[config.mk]
export PLATFORM = sky130hd
export DESIGN_NAME = integer_to_radix_ascii
export DESIGN_NICKNAME = d
export VERILOG_FILES = /design/src/rtl/ira_pkg.sv /design/src/rtl/ira_divider.sv /design/src/rtl/integer_to_radix_ascii.sv
export SDC_FILE = /design/constraint.sdc
export NUM_CORES = 1
export LEC_CHECK = 0
export BUFFER_PORTS_ARGS = -buffer_cell sky130_fd_sc_hd__clkbuf_2
export CORE_MARGIN = 5
export CORE_UTILIZATION = 45
export DETAILED_ROUTE_END_ITERATION = 7
export PLACE_DENSITY = 0.74
export SYNTH_ARGS = -nofsm -noshare
export SYNTH_HDL_FRONTEND = slang
export SYNTH_SLANG_ARGS = --single-unit
[constraint.sdc]
create_clock -name i_clk -period 15.28 [get_ports i_clk]
set_clock_uncertainty 0.2 [all_clocks]
set_input_delay 0.764 -clock i_clk [delete_from_list [all_inputs] [get_ports i_clk]]
set_output_delay 0.764 -clock i_clk [all_outputs]
set_load 0.02 [all_outputs]
[src/rtl/ira_pkg.sv]
// Shared constants, types and the digit-to-character function of the radix formatter.
package ira_pkg;

    localparam int VALUE_W       = 64;
    localparam int RADIX_W       = 5;
    localparam int DIGIT_W       = 4;
    localparam int CHAR_W        = 8;
    localparam int MAX_CHARS     = 64;
    localparam int ADDR_W        = $clog2(MAX_CHARS);
    localparam int BITS_PER_STEP = 8;
    localparam int DIV_STEPS     = VALUE_W / BITS_PER_STEP;
    localparam int STEP_W        = $clog2(DIV_STEPS);

    localparam logic [RADIX_W-1:0] RADIX_RESET = 5'd10;
    localparam logic [RADIX_W-1:0] RADIX_MIN   = 5'd2;
    localparam logic [RADIX_W-1:0] RADIX_MAX   = 5'd16;

    localparam logic [CHAR_W-1:0]  CHAR_ZERO  = 8'h30;
    localparam logic [CHAR_W-1:0]  CHAR_LOW_A = 8'h61;
    localparam logic [CHAR_W-1:0]  CHAR_NONE  = 8'h00;
    localparam logic [DIGIT_W-1:0] DIGIT_TEN  = 4'd10;

    localparam logic STATUS_OK        = 1'b0;
    localparam logic STATUS_BAD_RADIX = 1'b1;

    // Divider status toward the sequencer
    typedef struct packed {
        logic busy;
        logic done;
    } t_div_stat;

    // Map a digit 0..15 to '0'..'9', 'a'..'f'
    function automatic logic [CHAR_W-1:0] to_ascii(input logic [DIGIT_W-1:0] d);
        logic [CHAR_W-1:0] c;
        if (d < DIGIT_TEN) begin
            c = CHAR_ZERO + {{(CHAR_W-DIGIT_W){1'b0}}, d};
        end else begin
            c = CHAR_LOW_A + {{(CHAR_W-DIGIT_W){1'b0}}, d - DIGIT_TEN};
        end
        return c;
    endfunction

endpackage

[src/rtl/ira_divider.sv]
// Iterative 64-bit by small-radix divider, eight quotient bits per cycle.
module ira_divider (
    input  logic                                i_clk,
    input  logic                                i_rst_n,
    input  logic                                i_start,
    input  logic [ira_pkg::VALUE_W-1:0]         i_dividend,
    input  logic [ira_pkg::RADIX_W-1:0]         i_divisor,
    output ira_pkg::t_div_stat                  o_stat,
    output logic [ira_pkg::VALUE_W-1:0]         o_quotient,
    output logic [ira_pkg::DIGIT_W-1:0]         o_remainder
);

    logic [ira_pkg::VALUE_W-1:0]       r_quo, n_quo;
    logic [ira_pkg::DIGIT_W-1:0]       r_rem, n_rem;
    logic [ira_pkg::STEP_W-1:0]        r_step, n_step;
    logic                              r_busy, n_busy;
    logic                              r_done, n_done;

    logic [ira_pkg::BITS_PER_STEP-1:0] w_qbits;
    logic [ira_pkg::DIGIT_W-1:0]       w_rem;
    logic [ira_pkg::RADIX_W-1:0]       w_trial;
    logic [ira_pkg::RADIX_W-1:0]       w_diff;

    // Restoring long division on the top byte: the partial remainder stays below the divisor
    always_comb begin
        w_rem   = r_rem;
        w_qbits = '0;
        w_trial = '0;
        w_diff  = '0;
        for (int i = 0; i < ira_pkg::BITS_PER_STEP; i++) begin
            w_trial = {w_rem, r_quo[ira_pkg::VALUE_W-1-i]};
            w_diff  = w_trial - i_divisor;
            if (w_trial >= i_divisor) begin
                w_qbits[ira_pkg::BITS_PER_STEP-1-i] = 1'b1;
                w_rem = w_diff[ira_pkg::DIGIT_W-1:0];
            end else begin
                w_rem = w_trial[ira_pkg::DIGIT_W-1:0];
            end
        end
    end

    always_comb begin
        n_quo  = r_quo;
        n_rem  = r_rem;
        n_step = r_step;
        n_busy = r_busy;
        n_done = 1'b0;
        if (i_start) begin
            n_quo  = i_dividend;
            n_rem  = '0;
            n_step = '0;
            n_busy = 1'b1;
        end else if (r_busy) begin
            // Shift the consumed byte out, shift the quotient byte in
            n_quo  = {r_quo[ira_pkg::VALUE_W-ira_pkg::BITS_PER_STEP-1:0], w_qbits};
            n_rem  = w_rem;
            n_step = r_step + 1'b1;
            if (r_step == ira_pkg::STEP_W'(ira_pkg::DIV_STEPS - 1)) begin
                n_busy = 1'b0;
                n_done = 1'b1;
            end
        end
    end

    always_ff @(posedge i_clk) begin
        if (!i_rst_n) begin
            r_step <= '0;
            r_busy <= 1'b0;
            r_done <= 1'b0;
        end else begin
            r_step <= n_step;
            r_busy <= n_busy;
            r_done <= n_done;
        end
        r_quo <= n_quo;
        r_rem <= n_rem;
    end

    assign o_stat.busy  = r_busy;
    assign o_stat.done  = r_done;
    assign o_quotient   = r_quo;
    assign o_remainder  = r_rem;

endmodule

[src/rtl/integer_to_radix_ascii.sv]
// Top level: formats an unsigned 64-bit value as ASCII digits in a configurable radix.
//
// Usage:
//   Input channel s_axis: one transaction carries the 64-bit value to format.
//   Output channel m_axis: one transaction per character, most significant digit
//   first; tlast marks the final character of the number; tuser is the status
//   (0 ok, 1 invalid radix). An invalid radix (outside 2..16) gives a single
//   transaction with tdata 0, tuser 1, tlast 1. A zero value gives the single '0'.
//   Configuration: i_cfg_we writes i_cfg_wdata into the radix register (reset 10);
//   write only while the block is idle.
// Timing:
//   One item is worked on at a time; s_axis_tready is high only when idle.
//   Each digit costs one pass of the shared divider (8 byte steps plus restart),
//   and is then read back from the digit store and presented (S_RD, S_LD, S_OUT).
//   Base 2 with all 64 bits gives the worst case, 64 digits.
//   An invalid radix answers in the cycle after acceptance.
// Reset: synchronous, active low; returns to idle, radix back to 10, no output valid.
// Backpressure: a stalled receiver holds the output transaction and pauses readout.
module integer_to_radix_ascii (
    input  logic                              i_clk,
    input  logic                              i_rst_n,
    input  logic                              i_cfg_we,
    input  logic [ira_pkg::RADIX_W-1:0]       i_cfg_wdata,
    input  logic                              s_axis_tvalid,
    output logic                              s_axis_tready,
    input  logic [ira_pkg::VALUE_W-1:0]       s_axis_tdata,   // [63:0] value
    output logic                              m_axis_tvalid,
    input  logic                              m_axis_tready,
    output logic [ira_pkg::CHAR_W-1:0]        m_axis_tdata,   // [7:0] out_char
    output logic                              m_axis_tuser,   // [0] status
    output logic                              m_axis_tlast
);

    typedef enum logic [4:0] {
        S_IDLE = 5'b00001,
        S_DIV  = 5'b00010,
        S_RD   = 5'b00100,
        S_LD   = 5'b01000,
        S_OUT  = 5'b10000
    } t_state;

    t_state                          r_state, n_state;
    logic [ira_pkg::RADIX_W-1:0]     r_radix, n_radix;
    logic [ira_pkg::ADDR_W-1:0]      r_wr_ptr, n_wr_ptr;
    logic [ira_pkg::ADDR_W-1:0]      r_rd_ptr, n_rd_ptr;
    logic [ira_pkg::CHAR_W-1:0]      r_out_char, n_out_char;
    logic                            r_out_status, n_out_status;
    logic                            r_out_last, n_out_last;

    // Digit store: written least significant digit first, read back in reverse
    logic [ira_pkg::DIGIT_W-1:0]     r_mem [ira_pkg::MAX_CHARS];
    logic [ira_pkg::DIGIT_W-1:0]     r_rd_data;

    logic                            w_in_accept;
    logic                            w_radix_ok;
    logic                            w_div_start;
    logic                            w_mem_we;
    logic [ira_pkg::VALUE_W-1:0]     w_div_dividend;
    ira_pkg::t_div_stat              w_div_stat;
    logic [ira_pkg::VALUE_W-1:0]     w_quotient;
    logic [ira_pkg::DIGIT_W-1:0]     w_remainder;
    logic                            w_quo_zero;

    assign s_axis_tready = (r_state == S_IDLE);
    assign w_in_accept   = s_axis_tvalid && s_axis_tready;
    assign w_radix_ok    = (r_radix >= ira_pkg::RADIX_MIN) && (r_radix <= ira_pkg::RADIX_MAX);
    assign w_quo_zero    = (w_quotient == '0);

    // First division takes the fresh value, later ones the previous quotient
    assign w_div_dividend = (r_state == S_IDLE) ? s_axis_tdata : w_quotient;

    ira_divider u_div (
        .i_clk       (i_clk),
        .i_rst_n     (i_rst_n),
        .i_start     (w_div_start),
        .i_dividend  (w_div_dividend),
        .i_divisor   (r_radix),
        .o_stat      (w_div_stat),
        .o_quotient  (w_quotient),
        .o_remainder (w_remainder)
    );

    always_comb begin
        n_state      = r_state;
        n_radix      = r_radix;
        n_wr_ptr     = r_wr_ptr;
        n_rd_ptr     = r_rd_ptr;
        n_out_char   = r_out_char;
        n_out_status = r_out_status;
        n_out_last   = r_out_last;
        w_div_start  = 1'b0;
        w_mem_we     = 1'b0;

        if (i_cfg_we) begin
            n_radix = i_cfg_wdata;
        end

        case (r_state)
            S_IDLE: begin
                if (w_in_accept) begin
                    if (w_radix_ok) begin
                        w_div_start = 1'b1;
                        n_wr_ptr    = '0;
                        n_state     = S_DIV;
                    end else begin
                        // Single error transaction, no character
                        n_out_char   = ira_pkg::CHAR_NONE;
                        n_out_status = ira_pkg::STATUS_BAD_RADIX;
                        n_out_last   = 1'b1;
                        n_state      = S_OUT;
                    end
                end
            end
            S_DIV: begin
                if (w_div_stat.done) begin
                    w_mem_we = 1'b1;
                    n_wr_ptr = r_wr_ptr + 1'b1;
                    // Stop on a zero quotient or a full store; start readout at the top digit
                    if (w_quo_zero || (r_wr_ptr == ira_pkg::ADDR_W'(ira_pkg::MAX_CHARS - 1))) begin
                        n_rd_ptr = r_wr_ptr;
                        n_state  = S_RD;
                    end else begin
                        w_div_start = 1'b1;
                    end
                end
            end
            S_RD: begin
                // Read data lands in r_rd_data at this edge
                n_state = S_LD;
            end
            S_LD: begin
                n_out_char   = ira_pkg::to_ascii(r_rd_data);
                n_out_status = ira_pkg::STATUS_OK;
                n_out_last   = (r_rd_ptr == '0);
                n_state      = S_OUT;
            end
            S_OUT: begin
                // Hold the transaction until the receiver takes it
                if (m_axis_tready) begin
                    if (r_out_last) begin
                        n_state = S_IDLE;
                    end else begin
                        n_rd_ptr = r_rd_ptr - 1'b1;
                        n_state  = S_RD;
                    end
                end
            end
            default: begin
                n_state = S_IDLE;
            end
        endcase
    end

    always_ff @(posedge i_clk) begin
        if (!i_rst_n) begin
            r_state <= S_IDLE;
            r_radix <= ira_pkg::RADIX_RESET;
        end else begin
            r_state <= n_state;
            r_radix <= n_radix;
        end
        r_wr_ptr     <= n_wr_ptr;
        r_rd_ptr     <= n_rd_ptr;
        r_out_char   <= n_out_char;
        r_out_status <= n_out_status;
        r_out_last   <= n_out_last;
    end

    always_ff @(posedge i_clk) begin
        if (w_mem_we) begin
            r_mem[r_wr_ptr] <= w_remainder;
        end
        r_rd_data <= r_mem[r_rd_ptr];
    end

    assign m_axis_tvalid = (r_state == S_OUT);
    assign m_axis_tdata  = r_out_char;
    assign m_axis_tuser  = r_out_status;
    assign m_axis_tlast  = r_out_last;

    // The divider is only restarted once it has finished its previous pass
    a_start_idle: assert property (@(posedge i_clk) disable iff (!i_rst_n)
        w_div_start |-> !w_div_stat.busy)
        else $error("divider restarted while busy");

    // A valid-radix item sets the divider going at once
    a_accept_div: assert property (@(posedge i_clk) disable iff (!i_rst_n)
        (w_in_accept && w_radix_ok) |=> w_div_stat.busy)
        else $error("divider not started after accept");

    // A finished pass is always preceded by a busy cycle
    a_done_busy: assert property (@(posedge i_clk) disable iff (!i_rst_n)
        w_div_stat.done |-> $past(w_div_stat.busy))
        else $error("divider done without a pass");

    // The error transaction carries no character and closes the number
    a_err_form: assert property (@(posedge i_clk) disable iff (!i_rst_n)
        (m_axis_tvalid && m_axis_tuser) |-> (m_axis_tdata == ira_pkg::CHAR_NONE && m_axis_tlast))
        else $error("malformed invalid-radix transaction");

    // Delivery of the final character frees the input side
    a_last_idle: assert property (@(posedge i_clk) disable iff (!i_rst_n)
        (m_axis_tvalid && m_axis_tready && m_axis_tlast) |=> s_axis_tready)
        else $error("not ready after final character");

endmodule

==> impl_metrics.json, run 1 <==
{
  "outcome": "completed",
  "wire_per_inst_um": 21.9,
  "wl_met3_mm": 2.14,
  "cp_num_cells": 46,
  "fillers": 3011,
  "min_path_cells": 3,
  "first_pass_iters": 6,
  "async_reset_ff_share_pct": 0,
  "grt_pass1_wl_mm": 57.5,
  "cts.sink_count": 364,
  "ioPinCount": 86,
  "grt_pass1_vias": 10200,
  "cts-root-buf": "clkbuf_16",
  "worst_slew_margin_rel_pct": 22.9,
  "cpPeakStageDelay_ps": 810,
  "ys_ff_latch": 364,
  "synth-main-ff-cell": "edfxtp_1",
  "critPathMaxFanout": 11,
  "met1Wirelength_mm": 15.4,
  "final_common_cell": "edfxtp_1",
  "track_usage_pct": 17.7,
  "grt_antenna_before_repair": 0,
  "initial_core_util_pct": 45.7,
  "period_minus_slack_ps": 13130,
  "cts_tree": "yes",
  "place_inst": 1628,
  "tightest_slew_ps": 1160,
  "cts_buffers": 37,
  "port_buffers": 84,
  "ant_nets": 0,
  "top_layer": "met4",
  "die_y_um": 203,
  "die_w_um": 203,
  "post_layout_nonfiller_instances": 1694,
  "rsz0062_at_grt": "false",
  "layout_common_cells": "edfxtp_1 (341), nor2_1 (113), clkbuf_2 (84), nand2_1 (70), mux2_2 (66)",
  "cts_resized": 0,
  "routed_wirelength_mm": 37.1,
  "hold_buffers": 0,
  "drv_slew": 0,
  "clock.fmax_ghz": 0.0761,
  "path_buf_inv": 5,
  "path_class": "register to register",
  "period_share_pct": 85.9,
  "multi_input_area_um2": 5680,
  "syn_area_um2": 16700,
  "cts_setup_buffers": 0,
  "dieArea_um2": 41100,
  "n_antenna_cell": 0,
  "dr_total_vias": 9855,
  "core_um2": 36600,
  "syn_area_per_cell_um2": 15.0,
  "clkTransAtPathRegs_ps": 60,
  "grt_max_degree": 77,
  "synth_edf_count": 341,
  "synthCells": 1113,
  "insertion_delay_ps": 540,
  "synth.distinct_cells": 59,
  "fin_tns_setup_ps": 0,
  "synthToLayoutAreaGrowth_pct": 12.7,
  "ff_latch_area_um2": 10700,
  "syn_nets": 1242,
  "endpoint_kind": "register",
  "crit_required_ps": 15520,
  "drive_gt1_share_pct": 23.7,
  "yosysSeqAreaShare_pct": 64.0,
  "htree_levels": 2,
  "clock_path_buffers": 3,
  "rows": 70,
  "grt-ovfl-total": 0,
  "wl_met2_mm": 18.5,
  "setup_viol": 0,
  "drv_cap": 0,
  "nets": 1328,
  "hpwl_mm": 24.6,
  "crit_top_cell": "ha_1",
  "cpMaxStageDelayCell": "o31ai_1",
  "cp-start-kind": "register",
  "ys_warn_count": 0,
  "rr_worst_depth": 46,
  "remaining_drc_errors": 0,
  "viasPerCell": 5.82,
  "critPathArrivalTime_ps": 13370,
  "gp_congestion": 0.849,
  "hp-class": "input pin to register",
  "crit_family": "compound AO/OA/AOI/OAI gates",
  "hold_viol": 0,
  "drt_iter0_drc": 855
}
-- cell type report --
type,count,area share (%)
timing repair buffer,94,2.63
clock buffer,44,5.05
sequential,364,56.8
clock inverter,22,1.53
inverter,36,0.717
tap,468,3.11
multi-input combinational,666,30.1
-- worst min-delay path: cells and delay by family --
kind                   cells  cell delay, ps
buffers and inverters      1              70
and+or+nand+nor            1              40
AOI/OAI and AO/OA          1              60
-- cells in the mapped netlist, drive strengths merged (8+ instances only) --
| library cell | count | area [um^2] |
|---|---|---|
| nor2b | 14 | 87.6 |
| ha | 47 | 588 |
| buf | 25 | 148 |
| mux4 | 57 | 1280 |
| o21a | 10 | 75.1 |
| nor3 | 11 | 55.1 |
| dfxtp | 23 | 460 |
| nand4 | 9 | 56.3 |
| a21o | 9 | 67.6 |
| nor2 | 113 | 424 |
| nor4 | 18 | 128 |
| fa | 8 | 160 |
| mux2i | 41 | 410 |
| nand2 | 70 | 263 |
| a31oi | 10 | 62.6 |
| clkbuf | 22 | 82.6 |
| inv | 36 | 135 |
| a21oi | 20 | 100 |
| xnor2 | 12 | 105 |
| mux2 | 66 | 743 |
| xor2 | 9 | 78.8 |
| nand3 | 14 | 70.1 |
| a211oi | 11 | 82.6 |
| edfxtp | 341 | 10200 |
| o21ai | 30 | 150 |
-- layer usage --
layer,up-vias,global-route usage [%]
li1,4506,-
met1,4923,23.8
met2,341,29.9
met3,85,3.08
met4,0,5.36
met5,-,0
-- metrics by stage --
stage | setup WS (ps) | hold WS [ps] | instance area (um^2) | utilization [%]
after floorplan | 3650 | 265 | 16700 | -
after global placement | 2870 | 281 | 17600 | 48.1
after detailed placement | 2340 | 299 | 17600 | 48.1
after CTS | 2250 | 232 | 18800 | 51.5
after global routing | 1350 | 249 | 18800 | 51.5
final | 2150 | 243 | 18800 | 51.5
-- logic make-up (layout without fill, tap and decap cells) --
family          after synthesis  in the layout  share of synthesized area [%]
flops                       364            364                           64.0
simple gates                283            283                           7.88
mux                         164            164                           14.6
compound gates              142            142                           5.78
buf+inv                      83            196                           2.18
fa+ha+maj                    55             55                           4.47
xor+xnor                     21             21                           1.10
other cells                   1              1                         0.0224
-- flip-flops by register name, indices dropped and copies added (netlist names), 4 cells and up --
signal and flops:
u_div.o_quotient 64, r_radix 5, r_rd_ptr 6, u_div.o_remainder 4
r_wr_ptr 6, m_axis_tdata 7, r_mem 256, r_rd_data 4
r_state 5
-- path summary, 6_finish.rpt --
path                                      start  slack [ps]              endpoint
worst max-delay path                 r_radix[1]        2150  u_div.o_remainder[1]
worst max register to register       r_radix[1]        2150  u_div.o_remainder[1]
worst min register to register  u_div.r_step[2]         320       u_div.r_step[2]
worst min-delay path             i_cfg_wdata[3]         240            r_radix[3]
Power of run 1 is not shown: default switching activity piles up to over one toggle a cycle in this logic, so the estimate is an artifact.
==> inputs of run 2 (changes only) <==
--- a/config.mk
+++ b/config.mk
@@ -7,9 +7,10 @@
 export LEC_CHECK = 0
 export BUFFER_PORTS_ARGS = -buffer_cell sky130_fd_sc_hd__clkbuf_2
 export CORE_MARGIN = 5
-export CORE_UTILIZATION = 45
+export CORE_UTILIZATION = 61
 export DETAILED_ROUTE_END_ITERATION = 7
-export PLACE_DENSITY = 0.74
+export HOLD_SLACK_MARGIN = 0.06
+export PLACE_DENSITY = 0.91
 export SYNTH_ARGS = -nofsm -noshare
 export SYNTH_HDL_FRONTEND = slang
 export SYNTH_SLANG_ARGS = --single-unit
==> impl_metrics.json, run 2 (same netlist as run 1, synthesis figures left out) <==
{
  "outcome": "completed",
  "port_buffers": 84,
  "path_class": "register to register",
  "routed_wirelength_mm": 39.4,
  "die_w_um": 176,
  "worst_slew_margin_rel_pct": 16.1,
  "endpoint_kind": "register",
  "cts-root-buf": "clkbuf_16",
  "rr_startpoint": "u_div.o_remainder[1]",
  "critPathArrivalTime_ps": 13590,
  "clkTransAtPathRegs_ps": 60,
  "drive_gt1_share_pct": 23.6,
  "hold_viol": 0,
  "ff_latch_area_um2": 10700,
  "initial_core_util_pct": 62.1,
  "rsz0062_at_grt": "false",
  "post_layout_nonfiller_instances": 1566,
  "n_antenna_cell": 0,
  "tightest_slew_ps": 1260,
  "die_y_um": 176,
  "grt-ovfl-total": 0,
  "cts_resized": 0,
  "htree_levels": 2,
  "cts.sink_count": 364,
  "cpPeakStageDelay_ps": 1130,
  "clock.fmax_ghz": 0.0744,
  "fillers": 1563,
  "period_minus_slack_ps": 13440,
  "grt_pass1_vias": 10600,
  "rr_worst_depth": 46,
  "dr_total_vias": 10600,
  "rows": 60,
  "multi_input_area_um2": 5680,
  "grt_pass1_wl_mm": 60.5,
  "nets": 1325,
  "top_register": "r_mem",
  "crit_family": "compound AO/OA/AOI/OAI gates",
  "hold_buffers": 0,
  "largest_reg_flops": 256,
  "track_usage_pct": 25.2,
  "synthToLayoutAreaGrowth_pct": 11.4,
  "ant_nets": 0,
  "r2r-end": "u_div.o_remainder[0]",
  "final_common_cell": "edfxtp_1",
  "min_from": "i_cfg_wdata[1]",
  "hp-class": "input pin to register",
  "core_um2": 27000,
  "setup_viol": 0,
  "cts_buffers": 37,
  "wire_per_inst_um": 25.1,
  "drt_iter0_drc": 1513,
  "period_share_pct": 87.9,
  "r2r_setup_slack_ps": 1840,
  "critPathMaxFanout": 67,
  "gp_congestion": 0.887,
  "hpwl_mm": 24.7,
  "layout_common_cells": "edfxtp_1 (341), nor2_1 (113), clkbuf_2 (84), nand2_1 (70), mux2_2 (66)",
  "min_path_cells": 3,
  "crit_top_cell": "ha_1",
  "cp-startpoint": "u_div.o_remainder[1]",
  "cts_tree": "yes",
  "first_pass_iters": 6,
  "dieArea_um2": 30800,
  "grt_antenna_before_repair": 0,
  "viasPerCell": 6.79,
  "cpMaxStageDelayCell": "dfxtp_2",
  "grt_max_degree": 77,
  "drv_cap": 0,
  "drv_slew": 0,
  "cts_setup_buffers": 0,
  "place_inst": 1498,
  "clock_path_buffers": 3,
  "min_to": "r_radix[1]",
  "cp-start-kind": "register",
  "remaining_drc_errors": 0,
  "crit_required_ps": 15430,
  "insertion_delay_ps": 530,
  "fin_tns_setup_ps": 0,
  "ioPinCount": 86,
  "path_buf_inv": 4
}
[run 2: layout make-up]
| cell class | instances | area share (%) |
|---|---|---|
| multi-input cells | 666 | 30.5 |
| flip-flops and latches | 364 | 57.5 |
| inverters | 36 | 0.726 |
| clock inverters | 23 | 1.22 |
| repair buffers | 91 | 2.54 |
| well taps | 341 | 2.29 |
| clock buffers | 45 | 5.25 |
[run 2: worst max path at each step]
stage	end	slack (ps)	depth (start not counted)
2_1_floorplan	u_div.o_remainder[1]	3650	45
5_1_grt	u_div.o_remainder[0]	1190	46
3_3_place_gp	u_div.o_remainder[1]	2970	45
4_1_cts	u_div.o_remainder[0]	2060	46
6_report	u_div.o_remainder[0]	1840	46
3_5_place_dp	u_div.o_remainder[1]	2180	45
[run 2: tightest hold or removal path, stage by stage]
cell      delay, ps
clkbuf_2         80
nand2_1          40
o211ai_1         60
[run 2: through the flow]
stage	area [um^2]	hold slack [ps]	setup WS, ps	util (%)
after floorplan	16700	265	3650	-
after global placement	17400	280	2970	64.6
after detailed placement	17400	309	2180	64.6
after CTS	18600	266	2060	69.1
after global routing	18600	274	1190	69.1
final	18600	268	1840	69.1
[run 2: layer usage]
layer  routed length [um]  part of all wire, %  global-route usage, %  vias to the layer above
met5                    0                    0                      0                        -
met2                19700                   50                   42.0                      786
met1                14200                   36                   33.5                     5194
met4                 1720                  4.4                   10.5                        0
met3                 3750                  9.5                   4.02                      157
li1                     -                    -                      -                     4499
Power of run 2 is left out for the same reason.
